==> config.mk <==
export PLATFORM = sky130hd
export DESIGN_NAME = eeprom_block_allocator_page_writer
export DESIGN_NICKNAME = d
export VERILOG_FILES = /design/src/rtl/ebapw_pkg.sv /design/src/rtl/ebapw_ram.sv /design/src/rtl/ebapw_ctrl.sv /design/src/rtl/ebapw_dp.sv /design/src/rtl/eeprom_block_allocator_page_writer.sv
export SDC_FILE = /design/constraint.sdc
export NUM_CORES = 1
export LEC_CHECK = 0
export ABC_AREA = 1
export BUFFER_PORTS_ARGS = -buffer_cell sky130_fd_sc_hd__buf_2
export CORE_UTILIZATION = 42
export CTS_BUF_LIST = sky130_fd_sc_hd__clkbuf_8
export CTS_CLUSTER_SIZE = 20
export DETAILED_ROUTE_END_ITERATION = 7
export PLACE_DENSITY = 0.59
export SYNTH_ARGS = -nofsm -noshare
export SYNTH_HDL_FRONTEND = slang
export SYNTH_HIERARCHICAL = 1
export SYNTH_SLANG_ARGS = --single-unit
==> constraint.sdc <==
create_clock -name clock -period 7.7 [get_ports clock]
set_input_delay 0.385 -clock clock [delete_from_list [all_inputs] [get_ports clock]]
set_output_delay 0.385 -clock clock [all_outputs]
set_load 0.005 [all_outputs]
==> src/rtl/ebapw_pkg.sv <==
// ----------------------------------------------------------------------------
// ebapw_pkg
// Shared types and constants of the EEPROM block allocator and page writer.
// ----------------------------------------------------------------------------
package ebapw_pkg;

   localparam int PAGE_LOG2  = 7;
   localparam int PAGE_BYTES = 1 << PAGE_LOG2;

   localparam int SIZE_W   = 12;
   localparam int HANDLE_W = 5;
   localparam int ADDR_W   = 14;
   localparam int ALIGN_W  = SIZE_W + 1;

   localparam int REQ_DATA_W = 24;
   localparam int RSP_DATA_W = 40;

   typedef enum logic [1:0] {
      REQ_REGISTER  = 2'd0,
      REQ_WRITE     = 2'd1,
      REQ_PAGE_DONE = 2'd2,
      REQ_READ      = 2'd3
   } req_kind_type;

   typedef struct packed {
      logic load;
      logic walk_step;
      logic issue;
   } ctl_cmd_type;

   typedef struct packed {
      logic walk_needed;
      logic walk_end;
      logic out_free;
   } dp_sts_type;

   function automatic logic [ALIGN_W-1:0] align4(input logic [SIZE_W-1:0] v);
      logic [ALIGN_W-1:0] s;
      s = {1'b0, v} + ALIGN_W'(3);
      return {s[ALIGN_W-1:2], 2'b00};
   endfunction

endpackage

==> src/rtl/ebapw_ram.sv <==
// ----------------------------------------------------------------------------
// ebapw_ram
// Generic single write port, single read port RAM with registered read.
// ----------------------------------------------------------------------------
module ebapw_ram #(
   parameter int WIDTH = 8,
   parameter int DEPTH = 16,
   parameter int AW    = (DEPTH > 1) ? $clog2(DEPTH) : 1
) (
   input  logic             clock,
   input  logic             we,
   input  logic [AW-1:0]    waddr,
   input  logic [WIDTH-1:0] wdata,
   input  logic             re,
   input  logic [AW-1:0]    raddr,
   output logic [WIDTH-1:0] rdata
);

   logic [WIDTH-1:0] mem_ff [DEPTH];
   logic [WIDTH-1:0] rdata_ff;

   always_ff @(posedge clock) begin
      if (we) begin
         mem_ff[waddr] <= wdata;
      end
      if (re) begin
         rdata_ff <= mem_ff[raddr];
      end
   end

   assign rdata = rdata_ff;

endmodule

==> src/rtl/ebapw_ctrl.sv <==
// ----------------------------------------------------------------------------
// ebapw_ctrl
// Request sequencer: accepts one request, runs the slot walk, issues result.
// ----------------------------------------------------------------------------
module ebapw_ctrl (
   input  logic                  clock,
   input  logic                  reset,
   input  logic                  req_tvalid,
   output logic                  req_tready,
   input  ebapw_pkg::dp_sts_type sts,
   output ebapw_pkg::ctl_cmd_type cmd
);

   typedef enum logic [1:0] {
      S_IDLE,
      S_WALK,
      S_DONE
   } state_type;

   state_type state_ff, state_in;

   always_comb begin
      state_in      = state_ff;
      cmd.load      = 1'b0;
      cmd.walk_step = 1'b0;
      cmd.issue     = 1'b0;
      unique case (state_ff)
         S_IDLE: begin
            if (req_tvalid) begin
               cmd.load = 1'b1;
               state_in = sts.walk_needed ? S_WALK : S_DONE;
            end
         end
         S_WALK: begin
            cmd.walk_step = 1'b1;
            if (sts.walk_end) begin
               state_in = S_DONE;
            end
         end
         S_DONE: begin
            if (sts.out_free) begin
               cmd.issue = 1'b1;
               state_in  = S_IDLE;
            end
         end
         default: state_in = S_IDLE;
      endcase
   end

   always_ff @(posedge clock) begin
      if (reset) begin
         state_ff <= S_IDLE;
      end else begin
         state_ff <= state_in;
      end
   end

   assign req_tready = (state_ff == S_IDLE);

endmodule

==> src/rtl/ebapw_dp.sv <==
// ----------------------------------------------------------------------------
// ebapw_dp
// Slot table, allocation walk, page chunking and result register.
// ----------------------------------------------------------------------------
module ebapw_dp #(
   parameter int SLOT_COUNT      = 16,
   parameter int CAPACITY_BYTES  = 16256,
   parameter int MAX_BLOCK_BYTES = 2048
) (
   input  logic                                clock,
   input  logic                                reset,
   input  ebapw_pkg::ctl_cmd_type              cmd,
   output ebapw_pkg::dp_sts_type               sts,
   input  logic [ebapw_pkg::REQ_DATA_W-1:0]    req_tdata,
   input  logic [1:0]                          req_tuser,
   output logic                                rsp_tvalid,
   input  logic                                rsp_tready,
   output logic [ebapw_pkg::RSP_DATA_W-1:0]    rsp_tdata
);

   localparam int IDX_W = (SLOT_COUNT > 1) ? $clog2(SLOT_COUNT) : 1;
   localparam int OFS_W = $clog2(CAPACITY_BYTES + 1);
   localparam int TOT_W = $clog2(CAPACITY_BYTES + 4096 + 1);
   localparam int SZ_W  = ebapw_pkg::SIZE_W;
   localparam int AL_W  = ebapw_pkg::ALIGN_W;
   localparam int ENT_W = OFS_W + SZ_W;

   // request capture
   logic [1:0]                       req_kind_ff;
   logic [SZ_W-1:0]                  req_size_ff;
   logic [ebapw_pkg::HANDLE_W-1:0]   req_handle_ff;

   // slot table
   logic [SLOT_COUNT-1:0] used_ff, used_in;
   logic                  ram_we, ram_re;
   logic [IDX_W-1:0]      ram_waddr, ram_raddr;
   logic [ENT_W-1:0]      ram_wdata, ram_rdata;
   logic [OFS_W-1:0]      ent_offset;
   logic [SZ_W-1:0]       ent_size;

   // walk
   logic [IDX_W-1:0] walk_idx_ff, walk_idx_in;
   logic [TOT_W-1:0] total_ff, total_in;
   logic             taken_ff, taken_in;
   logic [IDX_W-1:0] taken_idx_ff, taken_idx_in;
   logic             fail_ff, fail_in;
   logic             slot_used, take_now, over;
   logic [AL_W-1:0]  walk_add;

   // write sequencer
   logic             busy_ff, busy_in;
   logic [AL_W-1:0]  rem_ff, rem_in;
   logic [TOT_W-1:0] next_addr_ff, next_addr_in;

   // result register
   logic                              rsp_valid_ff, rsp_valid_in;
   logic [ebapw_pkg::RSP_DATA_W-1:0]  rsp_data_ff, rsp_data_in;

   // result fields
   logic                            r_ok, r_prog;
   logic [ebapw_pkg::HANDLE_W-1:0]  r_hout;
   logic [ebapw_pkg::ADDR_W-1:0]    r_addr;
   logic [SZ_W-1:0]                 r_len;

   logic [IDX_W-1:0] in_hidx, hidx;
   logic             hvalid;
   logic [AL_W-1:0]  a4, po, tr_w, tr_p;
   logic [AL_W:0]    po_sum;

   assign ent_offset = ram_rdata[ENT_W-1:SZ_W];
   assign ent_size   = ram_rdata[SZ_W-1:0];

   assign in_hidx = IDX_W'(req_tdata[16:12] - 5'd1);
   assign hidx    = IDX_W'(req_handle_ff - 5'd1);
   assign hvalid  = (req_handle_ff != '0) && (32'(req_handle_ff) <= SLOT_COUNT)
                    && used_ff[hidx];

   assign sts.walk_needed = (req_tuser == ebapw_pkg::REQ_REGISTER)
                            && (32'(req_tdata[11:0]) <= MAX_BLOCK_BYTES);
   assign sts.out_free    = !rsp_valid_ff || rsp_tready;

   // walk step over one slot
   assign slot_used = used_ff[walk_idx_ff];
   assign take_now  = !taken_ff && !slot_used;
   assign walk_add  = take_now  ? ebapw_pkg::align4(req_size_ff) :
                      slot_used ? ebapw_pkg::align4(ent_size) : '0;
   assign total_in  = total_ff + TOT_W'(walk_add);
   assign over      = total_in > TOT_W'(CAPACITY_BYTES);
   assign sts.walk_end = over || (walk_idx_ff == IDX_W'(SLOT_COUNT - 1));

   assign ram_we    = cmd.walk_step && take_now;
   assign ram_waddr = walk_idx_ff;
   assign ram_wdata = {OFS_W'(total_ff), req_size_ff};
   assign ram_re    = cmd.load || cmd.walk_step;
   assign ram_raddr = cmd.load ? (sts.walk_needed ? '0 : in_hidx) : IDX_W'(walk_idx_ff + 1'b1);

   ebapw_ram #(
      .WIDTH (ENT_W),
      .DEPTH (SLOT_COUNT)
   ) u_slot_ram (
      .clock (clock),
      .we    (ram_we),
      .waddr (ram_waddr),
      .wdata (ram_wdata),
      .re    (ram_re),
      .raddr (ram_raddr),
      .rdata (ram_rdata)
   );

   // chunk sizes
   assign a4     = ebapw_pkg::align4(ent_size);
   assign po     = AL_W'(ent_offset[ebapw_pkg::PAGE_LOG2-1:0]);
   assign po_sum = {1'b0, po} + {1'b0, a4};
   assign tr_w   = (po_sum > (AL_W + 1)'(ebapw_pkg::PAGE_BYTES)) ?
                   AL_W'(ebapw_pkg::PAGE_BYTES) - po : a4;
   assign tr_p   = (rem_ff > AL_W'(ebapw_pkg::PAGE_BYTES)) ?
                   AL_W'(ebapw_pkg::PAGE_BYTES) : rem_ff;

   always_comb begin
      walk_idx_in  = walk_idx_ff;
      taken_in     = taken_ff;
      taken_idx_in = taken_idx_ff;
      fail_in      = fail_ff;
      used_in      = used_ff;
      busy_in      = busy_ff;
      rem_in       = rem_ff;
      next_addr_in = next_addr_ff;
      r_ok         = 1'b0;
      r_prog       = 1'b0;
      r_hout       = '0;
      r_addr       = '0;
      r_len        = '0;

      if (cmd.load) begin
         walk_idx_in = '0;
         taken_in    = 1'b0;
         fail_in     = 1'b0;
      end

      if (cmd.walk_step) begin
         walk_idx_in = IDX_W'(walk_idx_ff + 1'b1);
         if (take_now) begin
            taken_in     = 1'b1;
            taken_idx_in = walk_idx_ff;
         end
         if (over) begin
            fail_in = 1'b1;
         end
      end

      unique case (ebapw_pkg::req_kind_type'(req_kind_ff))
         ebapw_pkg::REQ_REGISTER: begin
            if (taken_ff && !fail_ff) begin
               r_ok   = 1'b1;
               r_hout = ebapw_pkg::HANDLE_W'(32'(taken_idx_ff) + 1);
               if (cmd.issue) begin
                  used_in[taken_idx_ff] = 1'b1;
               end
            end
         end
         ebapw_pkg::REQ_WRITE: begin
            if (hvalid) begin
               rem_in = a4;
               if (a4 == '0) begin
                  r_ok = 1'b1;
               end else if (!busy_ff) begin
                  next_addr_in = TOT_W'(ent_offset) + TOT_W'(tr_w);
                  rem_in       = a4 - tr_w;
                  busy_in      = 1'b1;
                  r_ok         = 1'b1;
                  r_prog       = 1'b1;
                  r_addr       = ebapw_pkg::ADDR_W'(ent_offset);
                  r_len        = SZ_W'(tr_w);
               end
            end
         end
         ebapw_pkg::REQ_PAGE_DONE: begin
            if (busy_ff) begin
               busy_in = 1'b0;
               if (rem_ff != '0) begin
                  r_addr       = ebapw_pkg::ADDR_W'(next_addr_ff);
                  r_len        = SZ_W'(tr_p);
                  next_addr_in = next_addr_ff + TOT_W'(tr_p);
                  rem_in       = rem_ff - tr_p;
                  busy_in      = 1'b1;
                  r_ok         = 1'b1;
                  r_prog       = 1'b1;
               end
            end
         end
         ebapw_pkg::REQ_READ: begin
            if (hvalid && !busy_ff) begin
               r_ok   = 1'b1;
               r_addr = ebapw_pkg::ADDR_W'(ent_offset);
               r_len  = ent_size;
            end
         end
         default: r_ok = 1'b0;
      endcase

      rsp_data_in = {6'b0, busy_in, r_prog, r_len, r_addr, r_hout, r_ok};

      rsp_valid_in = rsp_valid_ff;
      if (cmd.issue) begin
         rsp_valid_in = 1'b1;
      end else if (rsp_tready) begin
         rsp_valid_in = 1'b0;
      end
   end

   always_ff @(posedge clock) begin
      if (reset) begin
         used_ff      <= '0;
         busy_ff      <= 1'b0;
         rem_ff       <= '0;
         next_addr_ff <= '0;
         rsp_valid_ff <= 1'b0;
         walk_idx_ff  <= '0;
         total_ff     <= '0;
         taken_ff     <= 1'b0;
         fail_ff      <= 1'b0;
      end else begin
         walk_idx_ff <= walk_idx_in;
         taken_ff    <= taken_in;
         fail_ff     <= fail_in;
         if (cmd.load) begin
            total_ff <= '0;
         end else if (cmd.walk_step) begin
            total_ff <= total_in;
         end
         if (cmd.issue) begin
            used_ff      <= used_in;
            busy_ff      <= busy_in;
            rem_ff       <= rem_in;
            next_addr_ff <= next_addr_in;
         end
         rsp_valid_ff <= rsp_valid_in;
      end
   end

   always_ff @(posedge clock) begin
      taken_idx_ff <= taken_idx_in;
      if (cmd.load) begin
         req_kind_ff   <= req_tuser;
         req_size_ff   <= req_tdata[11:0];
         req_handle_ff <= req_tdata[16:12];
      end
      if (cmd.issue) begin
         rsp_data_ff <= rsp_data_in;
      end
   end

   assign rsp_tvalid = rsp_valid_ff;
   assign rsp_tdata  = rsp_data_ff;

endmodule

==> src/rtl/eeprom_block_allocator_page_writer.sv <==
// ----------------------------------------------------------------------------
// eeprom_block_allocator_page_writer
// Block slot allocator for an EEPROM with a page program sequencer.
//
//   channel  dir  handshake              payload
//   req      in   req_tvalid/req_tready  tdata: block_size, block_handle
//                                        tuser: req_type
//   rsp      out  rsp_tvalid/rsp_tready  tdata: ok, handle_out, address,
//                                        length, program_start, busy_res
//
// register requests of up to MAX_BLOCK_BYTES walk the slot table one slot
// per cycle through the slot ram; the walk ends early when capacity runs out
// other requests take one slot ram read, then the result
// one request at a time; a new request is taken while the result waits
// reset is synchronous; it frees all slots and ends any write in progress
// a stalled result holds the sequencer until the result transfer completes
// ----------------------------------------------------------------------------
module eeprom_block_allocator_page_writer #(
   parameter int SLOT_COUNT      = 16,
   parameter int CAPACITY_BYTES  = 16256,
   parameter int MAX_BLOCK_BYTES = 2048
) (
   input  logic                               clock,
   input  logic                               reset,
   input  logic                               req_tvalid,
   output logic                               req_tready,
   // [11:0] block_size, [16:12] block_handle, [23:17] zero
   input  logic [ebapw_pkg::REQ_DATA_W-1:0]   req_tdata,
   // [1:0] req_type
   input  logic [1:0]                         req_tuser,
   output logic                               rsp_tvalid,
   input  logic                               rsp_tready,
   // [0] ok, [5:1] handle_out, [19:6] address, [31:20] length,
   // [32] program_start, [33] busy_res, [39:34] zero
   output logic [ebapw_pkg::RSP_DATA_W-1:0]   rsp_tdata
);

   ebapw_pkg::ctl_cmd_type cmd;
   ebapw_pkg::dp_sts_type  sts;

   ebapw_ctrl u_ctrl (
      .clock      (clock),
      .reset      (reset),
      .req_tvalid (req_tvalid),
      .req_tready (req_tready),
      .sts        (sts),
      .cmd        (cmd)
   );

   ebapw_dp #(
      .SLOT_COUNT      (SLOT_COUNT),
      .CAPACITY_BYTES  (CAPACITY_BYTES),
      .MAX_BLOCK_BYTES (MAX_BLOCK_BYTES)
   ) u_dp (
      .clock      (clock),
      .reset      (reset),
      .cmd        (cmd),
      .sts        (sts),
      .req_tdata  (req_tdata),
      .req_tuser  (req_tuser),
      .rsp_tvalid (rsp_tvalid),
      .rsp_tready (rsp_tready),
      .rsp_tdata  (rsp_tdata)
   );

endmodule

Word level (Yosys, flattened, before mapping)
Memories as Yosys holds them, arrays and structs flattened. A register that Yosys moved wholly into a read port is not among the register bits.
Cells that the tools add are included.
- equality and inequality tests: 14
- muxes and demuxes: 74
- $add $sub $neg: 13
- order comparisons: 9
- shift-type cells: 0
- multiply operators: 0
- bitwise gates (word level): 1
- divide/modulo/power cells: 0
- reductions and logical operators: 32
- operator list (kind ; count):
    13-bit 2-to-1 mux ; 9
    14-bit 2-to-1 mux ; 6
    15-bit 2-to-1 mux ; 5
    12-bit 2-to-1 mux ; 6
    14-bit case mux with 3 select lines ; 1
    12-bit case mux with 3 select lines ; 1
    15-bit by 13-bit adder with 15-bit output ; 2
    15-bit case mux with 2 select lines ; 1
    1-bit 2-to-1 mux ; 29
    12-bit by 2-bit adder with 13-bit output, second input constant ; 2
    13-bit case mux with 2 select lines ; 1
    13-bit subtractor ; 2
    4-bit 2-to-1 mux ; 4
    16-bit bitwise OR ; 1
    14-bit by 13-bit adder with 15-bit output ; 1
    15-bit by 14-bit greater-than comparator with 1-bit output, second input constant ; 1
    4-bit by 5-bit < comparator with 1-bit output, second input constant ; 3
    7-bit by 13-bit adder with 14-bit output ; 1
    14-bit by 8-bit greater-than comparator with 1-bit output, second input constant ; 1
    13-bit by 8-bit greater-than comparator with 1-bit output, second input constant ; 1
    13-bit logical NOT ; 1
    13-bit nonzero test ; 1
    12-bit less-or-equal comparator, second input constant ; 1
    2-bit inequality test, second input constant ; 5
    27 further kinds ; 57
- RAM bits: 416
- memories: 1
- bits in read-only memories: 0
- latch bits: 0
- bits in registers: 126
- word-level logic and storage cells: 160
- memories (name ; words ; width ; read ports ; clocked after Yosys merged registers in ; write ports ; line ; text):
    u_dp.u_slot_ram.mem_ff ; 16 ; 26 ; 1 ; 1 ; 1 ; ebapw_ram.sv:19 ; logic [WIDTH-1:0] mem_ff [DEPTH];

Depth between registers and ports, before layout
- word-level depth: 10
- gate-level depth with buffers: 35
- gate-level depth less buffers: 35

Cells and area by module
The synthesis kept the hierarchy.
- by module, submodules not included (module ; area each (µm²) ; times used ; cells each):
    ebapw_ram ; 18574.1 ; 1 ; 1727
    ebapw_dp ; 8906.0 ; 1 ; 1230
    ebapw_ctrl ; 151.4 ; 1 ; 26

Worst setup path before layout
Ideal clock, no wire load.
- path type: register to register
- start: reg u_dp.u_slot_ram.rdata_ff[0], in the netlist u_dp/u_slot_ram/rdata[0], read port of u_dp.u_slot_ram.mem_ff
- end: reg u_dp.rem_ff[12]
- arrival: 4.363 ns
- cell stages (with the launch flop): 30
- required time: 7.580 ns
- library setup time: 0.120 ns
- setup slack: 3.218 ns
- cells stage by stage: edfxtp_1 > nor2_4 > nor2_2 > or2_2 > inv_1 > ha_1 > fa_1 > nor2_1 > nand2_1 > nor2_1 > nand3_1 > nor2_1 > nor2_2 > nor2_1 > nand2_2 > buf_6 > o21ai_0 > ha_1 > a21oi_1 > nand2_1 > a21o_1 > a21oi_1 > nor2_1 > o21ai_0 > nand3_1 > nor2_1 > nand3_1 > xnor2_1 > a21oi_1 > a21oi_1
- longest elaborated chain between the ends: 9
- elaborated cells on any way between the ends: 10
- ends and longest elaborated chain (item ; line ; text):
    from (decl) ; ebapw_ram.sv:20 ; logic [WIDTH-1:0] rdata_ff;
    12-bit by 2-bit adder with 13-bit output * ; ebapw_pkg.sv:39 ; s = {1'b0, v} + ALIGN_W'(3);
    7-bit by 13-bit adder with 14-bit output ; ebapw_dp.sv:113 ; assign po_sum = {1'b0, po} + {1'b0, a4};
    14-bit by 8-bit greater-than comparator with 1-bit output ; ebapw_dp.sv:114 ; assign tr_w = (po_sum > (AL_W + 1)'(ebapw_pkg::PAGE_BYTES)) ?
    13-bit 2-to-1 mux ; ebapw_dp.sv:114 ;
    13-bit subtractor ; ebapw_dp.sv:168 ; rem_in = a4 - tr_w;
    13-bit 2-to-1 mux ; ebapw_dp.sv:166 ; end else if (!busy_ff) begin
    13-bit 2-to-1 mux * ; ebapw_dp.sv:164 ; if (a4 == '0) begin
    13-bit 2-to-1 mux * ; ebapw_dp.sv:162 ; if (hvalid) begin
    13-bit case mux with 2 select lines * ; ebapw_dp.sv:151 ; unique case (ebapw_pkg::req_kind_type'(req_kind_ff))
    to (signal assigned) ; ebapw_dp.sv:234 ; rem_ff <= rem_in;
    to (decl) ; ebapw_dp.sv:52 ; logic [AL_W-1:0] rem_ff, rem_in;
Every way passes the cells marked *; elsewhere a longest branch is shown, timed or not. The select of a mux whose other input is x is not followed.
A chain may end at the register's enable or synchronous reset.

==> reports/results.ini <==
[outcome]
status = completed

[die]
ios = 72
core_region_area_um2 = 64700
start_util = 0.4271
die_w_um = 258.5
dieArea_um2 = 66820
rows = 93
die_y_um = 258.5

[synthesis]
avgSynthCellArea_um2 = 9.263
synth_edf_count = 499
ys.flop_type = edfxtp_1
synth_xor_area_frac = 0.01109
synth.distinct_cells = 55
synthCells = 2983
synth_async_sr_flop_share = 0
synth_compound_area_frac = 0.06425
synth.ff_latch_count = 565
synth-simple-area-share = 0.2154
synth_top_family_by_area = simple AND/OR/NAND/NOR gates
synthMuxAreaShare = 0
synth_warnings = 6
yosysSeqAreaShare = 0.5901
synthAdderAreaFrac = 0.03025
syn_area_um2 = 27630

[finish]
drive_gt1_frac = 0.09452
area_growth_pct = 12.42
fillCellCount = 6102
finalNonFillerCells = 4053
final_common_cell = nand2_1
layout_common_cells = 761 x nand2_1, 512 x inv_1, 499 x edfxtp_1
fin_area_um2 = 31060
nets = 3210

[placed_design]
gp_congestion = 0.8837
dp_hpwl_mm = 42.12
port_buffers = 58
place_inst = 3854
post_dp_cell_area_um2 = 29020

[sta]
setup_viol = 0
fin_crit_sh = 0.6982
relSlewSlack = 0.2277
fin_skew_ps = 38.51
drv_slew = 0
tns_ps = 0
rsz0062_at_grt = no
tightestPinTransition_ps = 1156
period_needed_ps = 5376
hold_viol_final = 0
fmax_mhz = 186.0

[pwr]
seq_power_share = 0.423
irDropWorstVdd_mv = 0.1515
intPower_mw = 5.701
clkPwrFrac = 0.294
p_leak_nw = 13.45
power.net_switching_mw = 3.141
p_per_area_nw_per_um2 = 284.7
switching_share = 0.3552
power.share.combinational = 0.284

[cts]
clock-sinks = 565
cts_root_buffer = clkbuf_8
cts_tree = yes
cts_setup_buffers = 0
numCtsBuffers = 95
clockBufferDepth = 3
clkTransAtPathRegs_ps = 70
insertion_delay_ps = 720
h-tree-depth = 3

[routing]
met2WireLength_mm = 32.91
top_layer_used = met4
vias = 20526
drtIter0Drc = 1500
met3_length_mm = 4.167
wl_mm = 71.45
routedWlPerCell_um = 17.63
firstDrtPassIters = 7
drtAntennaViolNets = 0
wl_met1_mm = 31.72
drc = 0
viasPerCell = 5.064

[critical_path]
startpoint = u_dp/ram_waddr[0]$_SDFFE_PP0P_
cp-endpoint = u_ctrl/state_ff[0]$_SDFFE_PP0P_
r2r_slack_ps = 2320
rr_worst_depth = 31
r2r_start = u_dp/ram_waddr[0]$_SDFFE_PP0P_
r2r_end = u_ctrl/state_ff[0]$_SDFFE_PP0P_
worstPathMaxFanout = 25
cpMostUsedCell = nand2_1
cp_slowest_cell = dfxtp_1
critPathKind = reg2reg
arrival_ps = 5970
cp-start-kind = register
end_kind = register
critPathMaxStageDelay_ps = 920
cp.required_ps = 8290

[grt]
grt_pass1_wl_mm = 109.7
grt_pass1_vias = 19483
grt_overflow = 0
grt_max_degree = 210
grtUsageTotal = 0.2144
antenna_found_initial = 3

[hold_path]
hp-class = in2reg

[flow_run]
cap_viol_max_count = 0

stage by stage:
stage               setup slack [ps]  power, mW  hold WS [ps]  utilization
finish                          2324      8.842         76.01       0.4801
global route                    1792      9.357         69.11       0.4801
CTS                             2352      8.912         1.625       0.4800
detailed placement              2394      6.273         455.0       0.4486
global placement                2465      6.238         451.1       0.4486
floorplan                       3218      5.564         427.6            -
layer usage:
layer | up-vias | global-route usage
met5 | - | 0
li1 | 10061 | -
met1 | 9680 | 0.2863
met4 | 0 | 0.08794
met3 | 182 | 0.03638
met2 | 603 | 0.3462
cell usage after synthesis (5+ instances only):
| library cell | number | area share |
|---|---|---|
| a21oi_1 | 125 | 0.023 |
| a21oi_2 | 5 | 0.0016 |
| a22oi_1 | 18 | 0.0049 |
| a31oi_1 | 18 | 0.0041 |
| buf_1 | 7 | 0.00095 |
| buf_2 | 47 | 0.0085 |
| buf_4 | 15 | 0.0041 |
| clkbuf_1 | 49 | 0.0067 |
| dfxtp_1 | 66 | 0.048 |
| edfxtp_1 | 499 | 0.54 |
| ha_1 | 62 | 0.028 |
| inv_1 | 486 | 0.066 |
| inv_2 | 6 | 0.00082 |
| nand2_1 | 761 | 0.10 |
| nand2_2 | 23 | 0.0052 |
| nand2_4 | 6 | 0.0024 |
| nand3_1 | 378 | 0.068 |
| nand3_2 | 8 | 0.0029 |
| nand4_1 | 8 | 0.0018 |
| nor2_1 | 158 | 0.021 |
| nor2_2 | 5 | 0.0011 |
| nor3_1 | 21 | 0.0038 |
| o211ai_1 | 7 | 0.0019 |
| o21ai_0 | 101 | 0.018 |
| o22ai_1 | 7 | 0.0016 |
| or2_2 | 7 | 0.0016 |
| xnor2_1 | 13 | 0.0041 |
| xor2_1 | 22 | 0.0070 |
cell families (layout without fill, tap and decap cells):
logic type                 count (synthesis)  after routing
and+or+nand+nor                         1386           1386
xor gates and xnor gates                  35             35
DFF                                      565            565
AOI/OAI and AO/OA                        313            313
other                                      2             52
buffers and inverters                    617            782
adders and majority gates                 65             65
worst min-delay path by stage:
stage	cells past startpoint	startpoint	end	slack, ps
4_1_cts	4	rsp_tready	u_dp/rsp_tvalid$_SDFFE_PP0P_	2
6_report	4	rsp_tready	u_dp/rsp_tvalid$_SDFFE_PP0P_	80
3_5_place_dp	2	u_dp/fail_ff$_SDFF_PP0_	u_dp/fail_ff$_SDFF_PP0_	460
2_1_floorplan	2	u_dp/fail_ff$_SDFF_PP0_	u_dp/fail_ff$_SDFF_PP0_	430
3_3_place_gp	2	u_dp/fail_ff$_SDFF_PP0_	u_dp/fail_ff$_SDFF_PP0_	450
5_1_grt	4	rsp_tready	u_dp/rsp_tvalid$_SDFFE_PP0P_	70
layout make-up:
type,count,area [µm²],area share
flip-flops and latches,565,16310,0.5249
diodes,3,7.507,0.0002417
clock inverters,80,505.5,0.01627
multi-input cells,1848,9224,0.2969
well taps,855,1070,0.03444
clock buffers,97,1335,0.04298
repair buffers,108,738.2,0.02377
inverters,497,1877,0.06042
power groups by stage:
stage / combinational [mW] / sequential, mW / clock [mW]
final: 2.51 / 3.74 / 2.60
after global routing: 2.80 / 3.76 / 2.79
after CTS: 2.49 / 3.74 / 2.68
after detailed placement: 2.47 / 3.80 / 0
after global placement: 2.44 / 3.79 / 0
after floorplan: 1.84 / 3.73 / 0
state kept, by name, indices dropped and copies added (netlist names), 4 cells and up:
signal and flops:
u_dp/req_size_ff 12, u_dp/next_addr_ff 14, u_dp/taken_idx_ff 4, u_dp/used_ff 16, u_dp/total_ff 13, u_dp/rsp_tdata 34
u_dp/req_handle_ff 5, u_dp/u_slot_ram/mem_ff 416, u_dp/ram_waddr 4, u_dp/rem_ff 13, u_dp/u_slot_ram/rdata 26
repair_timing:
item | CTS | global route
gates resized for setup | 0 | 0
hold buffers | 19 | 0
setup endpoints to repair | 0 | 0
endpoints found under the hold margin | 19 | 0
critical path, delay by kind of cell (launching register included):
family / cells / cell delay (ps)
simple gates: 16 / 1800
compound gates: 8 / 1440
flops: 1 / 920
fa+ha+maj: 2 / 620
buf+inv: 4 / 320
xor+xnor: 1 / 160
Power figures use the tool's default switching activity.
